$ cat config.mk
export PLATFORM = sky130hd
export DESIGN_NAME = lfdp_ctrl
export DESIGN_NICKNAME = d
export VERILOG_FILES = /design/src/design/lfdp_pkg.sv /design/src/design/lfdp_ctrl.sv
export SDC_FILE = /design/constraint.sdc
export NUM_CORES = 1
export LEC_CHECK = 0
export ABC_AREA = 0
export BUFFER_PORTS_ARGS = -buffer_cell sky130_fd_sc_hd__buf_2
export CAP_MARGIN = 20
export CORE_AREA = 10 10 47 49
export CTS_BUF_LIST = sky130_fd_sc_hd__clkbuf_16
export CTS_CLUSTER_DIAMETER = 60
export DETAILED_ROUTE_END_ITERATION = 10
export DIE_AREA = 0 0 57 59
export PLACE_DENSITY = 0.68
export RECOVER_POWER = 25
export SLEW_MARGIN = 20
export SYNTH_ARGS = -nofsm -noshare
export SYNTH_HDL_FRONTEND = slang
export SYNTH_SLANG_ARGS = --single-unit
export TNS_END_PERCENT = 20
$ cat constraint.sdc
create_clock -name clock -period 2.8 [get_ports clock]
set_input_delay 0.42 -clock clock [delete_from_list [all_inputs] [get_ports clock]]
set_output_delay 0.42 -clock clock [all_outputs]
set_load 0.03 [all_outputs]
$ cat src/design/lfdp_pkg.sv
// ----------------------------------------------------------------------------
// LED fade and dither PWM package
// Types, constants and codes shared by the LED engine modules.
// ----------------------------------------------------------------------------
package lfdp_pkg;

   localparam int NUM_LEDS_DEF  = 64;
   localparam int MAX_LEVEL_DEF = 255;
   localparam int WORD_BITS     = 32;

   localparam logic OP_FADE = 1'b0;
   localparam logic OP_TICK = 1'b1;

   typedef struct packed {
      logic        operation;
      logic [5:0]  led_index;
      logic [7:0]  target_level;
      logic [15:0] fade_ticks;
   } req_type;

   typedef struct packed {
      logic [2:0]  word_index;
      logic [31:0] lit_bits;
      logic [31:0] finished_bits;
      logic        last_word;
   } rsp_type;

   typedef struct packed {
      logic [7:0]         level;
      logic signed [8:0]  delta;
      logic [15:0]        length;
      logic [15:0]        remaining;
      logic signed [16:0] acc;
   } fade_entry_type;

   localparam int FADE_ENTRY_W = $bits(fade_entry_type);

   typedef enum logic [3:0] {
      ST_IDLE,
      ST_DECODE,
      ST_START_WR,
      ST_FADE_RD,
      ST_FADE_CHK,
      ST_FADE_DIV,
      ST_FADE_WR,
      ST_DITH_RD,
      ST_DITH_WR
   } state_type;

   typedef struct packed {
      logic load;
      logic start_rd;
      logic start_wr;
      logic idx_clr;
      logic idx_inc;
      logic fade_rd;
      logic div_start;
      logic div_step;
      logic fade_wr;
      logic pos_load;
      logic dith_rd;
      logic dith_wr;
   } cmd_type;

   typedef struct packed {
      logic is_tick;
      logic led_ok;
      logic remaining_nz;
      logic div_last;
      logic idx_last;
   } status_type;

endpackage

$ cat src/design/lfdp_ctrl.sv
// ----------------------------------------------------------------------------
// LED engine controller
// Sequences fade start, the fade pass with its divider and the dither pass.
// ----------------------------------------------------------------------------
module lfdp_ctrl import lfdp_pkg::*; (
   input  logic       clock,
   input  logic       reset,
   input  logic       start,
   input  status_type status,
   output cmd_type    cmd,
   output logic       busy
);

   state_type state_ff, state_in;

   always_ff @(posedge clock) begin
      if (reset) begin
         state_ff <= ST_IDLE;
      end else begin
         state_ff <= state_in;
      end
   end

   always_comb begin
      state_in = state_ff;
      cmd      = '0;
      busy     = 1'b1;
      case (state_ff)
         ST_IDLE: begin
            busy = 1'b0;
            if (start) begin
               cmd.load = 1'b1;
               state_in = ST_DECODE;
            end
         end
         ST_DECODE: begin
            if (status.is_tick) begin
               cmd.idx_clr = 1'b1;
               state_in    = ST_FADE_RD;
            end else if (status.led_ok) begin
               cmd.start_rd = 1'b1;
               state_in     = ST_START_WR;
            end else begin
               state_in = ST_IDLE;
            end
         end
         ST_START_WR: begin
            cmd.start_wr = 1'b1;
            state_in     = ST_IDLE;
         end
         ST_FADE_RD: begin
            cmd.fade_rd = 1'b1;
            state_in    = ST_FADE_CHK;
         end
         ST_FADE_CHK: begin
            if (status.remaining_nz) begin
               cmd.div_start = 1'b1;
               state_in      = ST_FADE_DIV;
            end else begin
               state_in = ST_FADE_WR;
            end
         end
         ST_FADE_DIV: begin
            cmd.div_step = 1'b1;
            if (status.div_last) begin
               state_in = ST_FADE_WR;
            end
         end
         ST_FADE_WR: begin
            cmd.fade_wr = 1'b1;
            if (status.idx_last) begin
               cmd.idx_clr  = 1'b1;
               cmd.pos_load = 1'b1;
               state_in     = ST_DITH_RD;
            end else begin
               cmd.idx_inc = 1'b1;
               state_in    = ST_FADE_RD;
            end
         end
         ST_DITH_RD: begin
            cmd.dith_rd = 1'b1;
            state_in    = ST_DITH_WR;
         end
         ST_DITH_WR: begin
            cmd.dith_wr = 1'b1;
            if (status.idx_last) begin
               state_in = ST_IDLE;
            end else begin
               cmd.idx_inc = 1'b1;
               state_in    = ST_DITH_RD;
            end
         end
         default: begin
            state_in = ST_IDLE;
         end
      endcase
   end

endmodule

==> flow_summary.ini <==
[run_status]
outcome = finished clean

[setup_path]
cp_max_fo = 14
path_class = flop to output port
r2r_cells = 4
worstPathRequired_ns = 2.38
cp-end-kind = output port
worst_ep_arrival_time_ns = 1.59
start_kind = flop
timing.reg2reg.setup_slack_ns = 1.35

[cts]
clkSinkCount = 4
cts_tree = built
clockRootBuffer = clkbuf_16
cts_inserted_buffers = 3
cts_max_level = 1
cts_resized = 0
ctsHoldBuffers = 0
clk_latency_ns = 0.22
clockBufferDepth = 2
clk_pin_slew_worst_paths_ns = 0.03
cts_setup_buffers = 0

[grt]
grt_pass1_vias = 397
grt_max_degree = 16
met1_usage = 0.0665
top_usage_layer = met2
grt.overflow.total = 0
use_met3 = 0.0343
grt_use_met2 = 0.0946
antenna_found_initial = 0
track_usage = 0.0653
grt_pass1_wl_um = 1720

[place]
numPortBuffers = 20
dp.cells = 88
gp_congestion = 0.721
placed_area_um2 = 485
dp_hpwl_um = 862

[final_layout]
fin_nets = 85
final_cells = 91
layout_commonest_cell = buf_2
diodes = 0
layout_common_cells = 20 x buf_2, 10 x nor2_1, 6 x nor3_1, 6 x a21oi_1, 4 x dfxtp_1
regMostFlops = state_ff
fin_util = 0.400
largestRegisters = state_ff (4)
area_delta_synth_final_pct = 45.5
n_fill_cell = 150
largest_reg_flops = 4
regArea_um2 = 80.1
design_area_um2 = 561
drive_above_1_share = 0.307
multi_input_area_um2 = 282

[sta]
fin_tns_setup_ns = 0
setup_viol = 0
timing.final.crit_period_ns = 2.01
skew_ns = 0.000794
max_freq_mhz = 497
rsz0062_at_grt = false
hold_viol = 0
tightest_slew_ns = 0.475
maxSlewHeadroom = 0.679
finalMaxSlewViolations = 0
finalCritPeriodShare = 0.719

[synth]
synth.area.top_cells = dfxtp_1 21%, nor2_1 9.7%, a21oi_1 7.8%, nor3_1 7.8%, nand2b_1 4.9%
avgSynthCellArea_um2 = 6.88
yosysWarnings = 0
yosysTopAreaCell = dfxtp_1
yosys_register_bits = 4
synth_edf_count = 0
yosysSeqAreaShare = 0.208
synthesis.nets = 64
syn_inst = 56
yosysTopAreaCellShare = 0.208
netlist_area_um2 = 385
synthFlopType = dfxtp_1
async_flop_share = 0
synth.distinct_cells = 26

[floorplan]
boundaryPins = 21
fp.dieW_um = 57
die_area_um2 = 3360
start_util = 0.275
rows = 14
die_h_um = 59
core_area_um2 = 1400

[drt]
num_vias = 460
wl_um = 1110
drtPass1Iterations = 4
drt-wirelength-per-cell_um = 12.2
via_per_inst = 5.05
drc = 0
drtAntennaViolNets = 0
first_iter_violations = 5

[hold_path]
hp-class = input port to flop
worstHoldPathCells = 2

[pwr]
leakage_nw = 0.263
fin_total_pwr_mw = 0.354
peakVddDrop_uv = 386
powerDensity_nw_per_um2 = 632

[job]
cap_violations = 0
worst max-delay path: stages, from the launching register on:
cell and delay [ns]:
dfxtp_1 0.55, nand2b_1 0.26, nor4b_1 0.31, buf_2 0.24
power breakdown:
group / switching [mW] / leakage (nW) / total [mW] / internal (mW)
sequential: 0.0102 / 0.0326 / 0.0708 / 0.0606
clock: 0.0397 / 0.0370 / 0.222 / 0.182
combinational: 0.0361 / 0.194 / 0.0611 / 0.0250
cell families (layout without fill, tap and decap cells):
family,after synthesis,after routing,share of synthesized area
buffers and inverters,5,24,0.0617
and+or+nand+nor,34,34,0.507
AOI/OAI and AO/OA,13,13,0.224
DFF,4,4,0.208
per-stage QoR:
| step | hold WS [ns] | worst slack (ns) |
|---|---|---|
| 3_5_place_dp | 0.638 | 1.01 |
| 6_report | 0.404 | 0.786 |
| 5_1_grt | 0.425 | 0.670 |
| 2_1_floorplan | 0.492 | 0.257 |
| 4_1_cts | 0.404 | 0.768 |
| 3_3_place_gp | 0.636 | 1.01 |
synth_stat cells (all sizes together) (2+ instances only):
master / instances
nand2: 2
clkbuf: 2
nand3b: 2
nand2b: 3
nor2: 10
nor3: 6
dfxtp: 4
nor2b: 3
buf: 2
nor4b: 2
a21oi: 6
layer usage:
| layer | vias to the layer above | share of wire |
|---|---|---|
| met5 | - | 0 |
| met4 | 0 | 0.028 |
| met3 | 2 | 0.083 |
| met2 | 16 | 0.45 |
| met1 | 199 | 0.44 |
| li1 | 243 | - |
final cells by class:
type	instances	share of cell area
sequential	4	0.143
multi-input combinational	47	0.502
clock buffer	3	0.134
tap	16	0.0357
timing repair buffer	20	0.179
inverter	1	0.00670
final timing paths:
path / startpoint / endpoint
setup reg to reg: state_ff[3] / state_ff[0]
hold / removal: reset / state_ff[2]
setup / recovery: state_ff[2] / cmd[5]
hold reg to reg: state_ff[0] / state_ff[3]
Power figures use the tool's default switching activity.
